$ cat src/sv/pstc_pkg.sv
// Shared types, register map and reset values for the stick and trigger clamp.
package pstc_pkg;

    localparam int AXIS_W = 16;
    localparam int TRIG_W = 9;
    localparam int REG_W  = 8;
    localparam int ADDR_W = 5;
    localparam int DATA_W = 32;
    localparam int DEPTH  = 7;

    typedef enum logic [2:0] {
        REG_TRIGGER_DEAD = 3'd0,
        REG_TRIGGER_CAP  = 3'd1,
        REG_LEFT_DEAD    = 3'd2,
        REG_LEFT_LIMIT   = 3'd3,
        REG_LEFT_DIAG    = 3'd4,
        REG_RIGHT_DEAD   = 3'd5,
        REG_RIGHT_LIMIT  = 3'd6,
        REG_RIGHT_DIAG   = 3'd7
    } t_reg_idx;

    localparam logic [REG_W-1:0] RST_TRIGGER_DEAD = 8'd30;
    localparam logic [REG_W-1:0] RST_TRIGGER_CAP  = 8'd180;
    localparam logic [REG_W-1:0] RST_LEFT_DEAD    = 8'd15;
    localparam logic [REG_W-1:0] RST_LEFT_LIMIT   = 8'd72;
    localparam logic [REG_W-1:0] RST_LEFT_DIAG    = 8'd40;
    localparam logic [REG_W-1:0] RST_RIGHT_DEAD   = 8'd15;
    localparam logic [REG_W-1:0] RST_RIGHT_LIMIT  = 8'd59;
    localparam logic [REG_W-1:0] RST_RIGHT_DIAG   = 8'd31;

    typedef struct packed {
        logic [REG_W-1:0] dead;
        logic [REG_W-1:0] limit;
        logic [REG_W-1:0] diag;
    } t_stick_cfg;

endpackage

$ cat src/sv/pstc_stick.sv
// Seven-stage dead zone and octagon clamp for one stick.
module pstc_stick (
    input  logic                        i_clk,
    input  logic                        i_en,
    input  pstc_pkg::t_stick_cfg        i_cfg,
    input  logic signed [15:0]          i_x,
    input  logic signed [15:0]          i_y,
    output logic signed [15:0]          o_x,
    output logic signed [15:0]          o_y
);
    import pstc_pkg::*;

    localparam int MAG_W = AXIS_W;
    localparam int D_W   = 25;
    localparam int REM_W = 34;
    localparam int Q_W   = 9;
    localparam int DIV_STAGES = 3;
    localparam int BITS_PER   = Q_W / DIV_STAGES;

    logic [MAG_W-1:0] n1_mx, n1_my;
    logic [MAG_W-1:0] r1_mx, r1_my;
    logic [DEPTH-2:0] r_nx, r_ny;

    logic [23:0]        r2_dx, r2_dy;
    logic signed [26:0] r2_wx, r2_wy;
    logic [15:0]        r2_k;
    logic [MAG_W-1:0]   r2_mx, r2_my;

    logic signed [26:0] n3_d;
    logic               r3_scale;
    logic [D_W-1:0]     r3_d;
    logic [REM_W-1:0]   r3_nx, r3_ny;
    logic [MAG_W-1:0]   r3_mx, r3_my;

    logic [REM_W-1:0]   r_remx [DIV_STAGES+1];
    logic [REM_W-1:0]   r_remy [DIV_STAGES+1];
    logic [Q_W-1:0]     r_qx   [DIV_STAGES+1];
    logic [Q_W-1:0]     r_qy   [DIV_STAGES+1];
    logic [D_W-1:0]     r_dv   [DIV_STAGES+1];
    logic               r_sc   [DIV_STAGES+1];
    logic [MAG_W-1:0]   r_mx   [DIV_STAGES+1];
    logic [MAG_W-1:0]   r_my   [DIV_STAGES+1];

    logic [MAG_W-1:0]   n_fx, n_fy;
    logic [15:0]        r_ox, r_oy;

    function automatic logic [MAG_W-1:0] deadzone(input logic signed [15:0] v,
                                                  input logic [REG_W-1:0] dead);
        logic [MAG_W-1:0] m;
        m = (v > 16'sd0) ? v : 16'(-v);
        return (m <= {8'd0, dead}) ? '0 : m - {8'd0, dead};
    endfunction

    assign n1_mx = deadzone(i_x, i_cfg.dead);
    assign n1_my = deadzone(i_y, i_cfg.dead);

    always_ff @(posedge i_clk) begin
        if (i_en) begin
            r1_mx <= n1_mx;
            r1_my <= n1_my;
            r_nx  <= {r_nx[DEPTH-3:0], !(i_x > 16'sd0)};
            r_ny  <= {r_ny[DEPTH-3:0], !(i_y > 16'sd0)};
        end
    end

    // multiply stage
    always_ff @(posedge i_clk) begin
        if (i_en) begin
            r2_dx <= i_cfg.diag * r1_mx;
            r2_dy <= i_cfg.diag * r1_my;
            r2_wx <= ($signed({19'd0, i_cfg.limit}) - $signed({19'd0, i_cfg.diag}))
                     * $signed({11'd0, r1_mx});
            r2_wy <= ($signed({19'd0, i_cfg.limit}) - $signed({19'd0, i_cfg.diag}))
                     * $signed({11'd0, r1_my});
            r2_k  <= i_cfg.diag * i_cfg.limit;
            r2_mx <= r1_mx;
            r2_my <= r1_my;
        end
    end

    always_comb begin
        if (r2_dy <= r2_dx) begin
            n3_d = $signed({3'd0, r2_dx}) + r2_wy;
        end else begin
            n3_d = $signed({3'd0, r2_dy}) + r2_wx;
        end
    end

    always_ff @(posedge i_clk) begin
        if (i_en) begin
            r3_scale <= n3_d > $signed({11'd0, r2_k});
            r3_d     <= n3_d[D_W-1:0];
            r3_nx    <= {18'd0, r2_k} * {18'd0, r2_mx};
            r3_ny    <= {18'd0, r2_k} * {18'd0, r2_my};
            r3_mx    <= r2_mx;
            r3_my    <= r2_my;
        end
    end

    assign r_remx[0] = r3_nx;
    assign r_remy[0] = r3_ny;
    assign r_qx[0]   = '0;
    assign r_qy[0]   = '0;
    assign r_dv[0]   = r3_d;
    assign r_sc[0]   = r3_scale;
    assign r_mx[0]   = r3_mx;
    assign r_my[0]   = r3_my;

    for (genvar k = 0; k < DIV_STAGES; k++) begin : g_div
        logic [REM_W-1:0] n_rx, n_ry;
        logic [Q_W-1:0]   n_qx, n_qy;
        always_comb begin
            logic [REM_W-1:0] sh;
            n_rx = r_remx[k];
            n_ry = r_remy[k];
            n_qx = r_qx[k];
            n_qy = r_qy[k];
            for (int j = 0; j < BITS_PER; j++) begin
                sh = {{(REM_W-D_W){1'b0}}, r_dv[k]} << (Q_W - 1 - k * BITS_PER - j);
                if (n_rx >= sh) begin
                    n_rx = n_rx - sh;
                    n_qx[Q_W - 1 - k * BITS_PER - j] = 1'b1;
                end
                if (n_ry >= sh) begin
                    n_ry = n_ry - sh;
                    n_qy[Q_W - 1 - k * BITS_PER - j] = 1'b1;
                end
            end
        end
        always_ff @(posedge i_clk) begin
            if (i_en) begin
                r_remx[k+1] <= n_rx;
                r_remy[k+1] <= n_ry;
                r_qx[k+1]   <= n_qx;
                r_qy[k+1]   <= n_qy;
                r_dv[k+1]   <= r_dv[k];
                r_sc[k+1]   <= r_sc[k];
                r_mx[k+1]   <= r_mx[k];
                r_my[k+1]   <= r_my[k];
            end
        end
    end

    assign n_fx = r_sc[DIV_STAGES] ? {{(MAG_W-Q_W){1'b0}}, r_qx[DIV_STAGES]} : r_mx[DIV_STAGES];
    assign n_fy = r_sc[DIV_STAGES] ? {{(MAG_W-Q_W){1'b0}}, r_qy[DIV_STAGES]} : r_my[DIV_STAGES];

    // restore signs
    always_ff @(posedge i_clk) begin
        if (i_en) begin
            r_ox <= r_nx[DEPTH-2] ? 16'(-n_fx) : n_fx;
            r_oy <= r_ny[DEPTH-2] ? 16'(-n_fy) : n_fy;
        end
    end

    assign o_x = $signed(r_ox);
    assign o_y = $signed(r_oy);
endmodule

$ cat config.mk
export PLATFORM = sky130hd
export DESIGN_NAME = pstc_stick
export DESIGN_NICKNAME = d
export VERILOG_FILES = /design/src/sv/pstc_pkg.sv /design/src/sv/pstc_stick.sv
export SDC_FILE = /design/constraint.sdc
export NUM_CORES = 2
export LEC_CHECK = 0
export BUFFER_PORTS_ARGS = -buffer_cell sky130_fd_sc_hd__buf_4
export CAP_MARGIN = 20
export CELL_PAD_IN_SITES_DETAIL_PLACEMENT = 1
export CELL_PAD_IN_SITES_GLOBAL_PLACEMENT = 1
export CORE_MARGIN = 8
export CORE_UTILIZATION = 56
export CTS_CLUSTER_DIAMETER = 30
export CTS_CLUSTER_SIZE = 24
export DETAILED_ROUTE_END_ITERATION = 12
export PLACE_DENSITY = 0.86
export SLEW_MARGIN = 15
export SYNTH_ARGS = -nofsm -noshare
export SYNTH_HDL_FRONTEND = slang
export SYNTH_SLANG_ARGS = --single-unit
$ cat constraint.sdc
create_clock -name i_clk -period 28.4 [get_ports i_clk]
set_clock_uncertainty 0.2 [all_clocks]
set_input_delay 5.68 -clock i_clk [delete_from_list [all_inputs] [get_ports i_clk]]
set_output_delay 5.68 -clock i_clk [all_outputs]
set_load 0.02 [all_outputs]
==> impl_metrics.ini <==
[status]
status = finished clean

[logic_synthesis]
synth_nets = 11540
seq_area_frac_synth_pct = 22.54
synthArstFlopShare_pct = 0
synth-main-ff-cell = edfxtp_1
postSynthAreaPerCell_um2 = 9.228
synth_cells = 9632
synth_edf_count = 667
syn_area_um2 = 88880
synth_cell_types = 104
synth_warnings = 0
synth_seq_cells = 667

[detailed_routing]
drc = 0
first_iter_violations = 5760
firstDrtPassIters = 7
wl_per_cell_um = 27.83
vias_per_cell = 6.401
num_vias = 76550
ant_nets = 0
drt-total-wl_mm = 332.9

[global_routing]
grt_pass1_wl_mm = 502.4
grt_max_degree = 96
grt_pass1_vias = 85910
overflow = 0
antenna_found_initial = 22
track_usage_pct = 37.31

[clock_network]
htreeDepth = 4
cts_inserted_buffers = 169
cts_max_path_buffers = 3
postCtsSetupBuffers = 0
cts_tree = done
numClockSinks = 667
cts_resized = 0
clk_pin_slew_ps = 50
clock_latency_ps = 850
postCtsHoldBufs = 0
root_buffer = clkbuf_16

[sta]
finalSetupViolCount = 0
fin_crit_sh_pct = 52.65
setup_slack_ps = 13450
relSlewSlack_pct = 19.34
fmax_mhz = 66.88
rsz0062_at_grt = no
whs_ps = 172.2
fin_tns_setup_ps = 0
report.final.slew_viol_count = 0
min_period_ps = 14950
worstMarginPinSlew_ps = 1210
finalHoldViolCount = 0

[layout]
fin_nets = 11640
seqCellArea_um2 = 20030
area_growth_pct = 10.53
final_common_cell = inv_1
layout-drive-gt1-share_pct = 7.465
multi_input_area_um2 = 63220
layout_common_cells = inv_1 (1204), ha_1 (1042), nand2_1 (1018), fa_1 (811), edfxtp_1 (667)
n_fill_cell = 17660

[critical_path]
cp_slowest_stage_delay_ps = 940
critical_path_required_ps = 28790
critPathMaxFanout = 41
r2r_end = r_remy[98]$_DFFE_PP_
r2r_start = r3_d[1]$_DFFE_PP_
crit_buf_inv = 6
crit_slowest_cell = a2111oi_0
cp.depth = 33
critPathKind = input pin to flop
r2r_slack_ps = 15640
end_kind = flop
startpoint_type = input pin
cp_data_arrival_time_ps = 15340
cp_top_family = compound AO/OA/AOI/OAI gates
r2r_cells = 40

[die]
die_height_um = 414.4
initial_utilization_pct = 56.25
row_count = 146
die_x_um = 414.4
core_um2 = 158000
pin_count = 90
die-area_um2 = 171700

[min_path]
hold_start = r_my[32]$_DFFE_PP_
hold_depth = 0
hold_class = flop to flop
worstHoldEndpoint = r_my[16]$_DFFE_PP_

[placed_design]
place_ws_ps = 13280
place_congestion = 0.9577
portBuffers = 89
dpl.hpwl_mm = 241.1

[job]
max_cap_viol_count = 0
## worst max path at each step
stage	from	end
after global placement	i_cfg[0]	r2_wy[25]$_DFFE_PP_
final	i_cfg[0]	r2_wy[25]$_DFFE_PP_
after CTS	i_cfg[0]	r2_wy[25]$_DFFE_PP_
after floorplan	i_cfg[1]	r2_wy[25]$_DFFE_PP_
after detailed placement	i_cfg[0]	r2_wy[25]$_DFFE_PP_
after global routing	i_cfg[0]	r2_wy[25]$_DFFE_PP_
## cell usage after synthesis, types with 14 or more instances
cell type	n	area [um2]
o41ai_1	15	131.4
fa_1	811	16240
a211oi_1	47	352.8
a21boi_0	36	270.3
o21bai_1	88	660.6
mux2_2	139	1565
nand2b_1	128	800.8
clkbuf_1	247	927.1
and2_1	474	2965
nand2_1	1018	3821
o21ai_1	17	85.08
or3_1	45	281.5
buf_2	16	80.08
nor3_1	135	675.7
ha_1	1042	13040
and4_1	23	201.4
nand4_1	80	500.5
a211o_1	18	157.7
edfxtp_1	667	20030
or4_1	15	112.6
xor2_1	177	1550
a21oi_1	594	2973
a31oi_1	56	350.3
and3_1	62	387.9
nor4_1	34	212.7
a2111oi_0	17	148.9
or2_2	35	219.0
o21a_1	99	743.2
nor3b_1	20	150.1
o31a_1	19	166.4
mux2i_1	42	420.4
inv_1	1204	4519
nand3_1	117	585.6
nor2_1	582	2185
a31o_2	18	157.7
a221o_1	14	140.1
o21ai_0	349	1747
nor2b_1	87	544.3
buf_1	14	52.55
xnor2_1	426	3731
o2111ai_1	14	122.6
o211ai_1	32	240.2
o31ai_1	40	300.3
a21o_1	307	2305
## through the flow
step | instances | area (um2) | utilization (%)
after floorplan | 9632 | 88880 | -
after global placement | 11630 | 91990 | 58.22
after detailed placement | 11630 | 91990 | 58.22
after CTS | 11940 | 98150 | 62.12
after global routing | 11950 | 98210 | 62.15
final | 11960 | 98240 | 62.17
## cells by family (layout without fill, tap and decap cells)
| family | after synthesis | count (layout) | share of synthesized area [%] |
|---|---|---|---|
| and+or+nand+nor | 2912 | 2912 | 15.94 |
| other | 0 | 14 | 0 |
| xor gates and xnor gates | 603 | 603 | 5.942 |
| buffers and inverters | 1498 | 1739 | 6.418 |
| muxes | 200 | 200 | 2.513 |
| DFF | 667 | 667 | 22.54 |
| AOI/OAI and AO/OA | 1899 | 1899 | 13.71 |
| adders and majority gates | 1853 | 1853 | 32.94 |
## area by class of cell
cell class	instances	share of cell area, %
Inverter	1213	4.640
Antenna cell	14	0.03566
Multi-Input combinational cell	7467	64.36
Sequential cell	667	20.39
Clock buffer	186	4.370
Clock inverter	127	1.899
Tap cell	2072	2.639
Timing Repair Buffer	213	1.672
## metal layers
metal | global-route usage, % | part of all wire, % | routed length [um]
met4 | 30.87 | 9.9 | 32880
met5 | 0 | 0.022 | 73
met2 | 63.93 | 48 | 159700
met1 | 40.07 | 35 | 116700
met3 | 6.967 | 7.0 | 23460
## flip-flops by register name (all words and copies together), names as in the netlist, 24 cells and up
name	cells
g_div.$6.sh	50
r2_dx	24
r2_dy	24
r2_wx	26
r2_wy	26
r3_d	25
r3_nx	32
r3_ny	32
r_mx	48
r_my	48
r_remx	68
r_remy	68
Power is left out: the tool's default activity adds up to more than one toggle a clock period on the data nets, which glitch-free logic cannot reach.
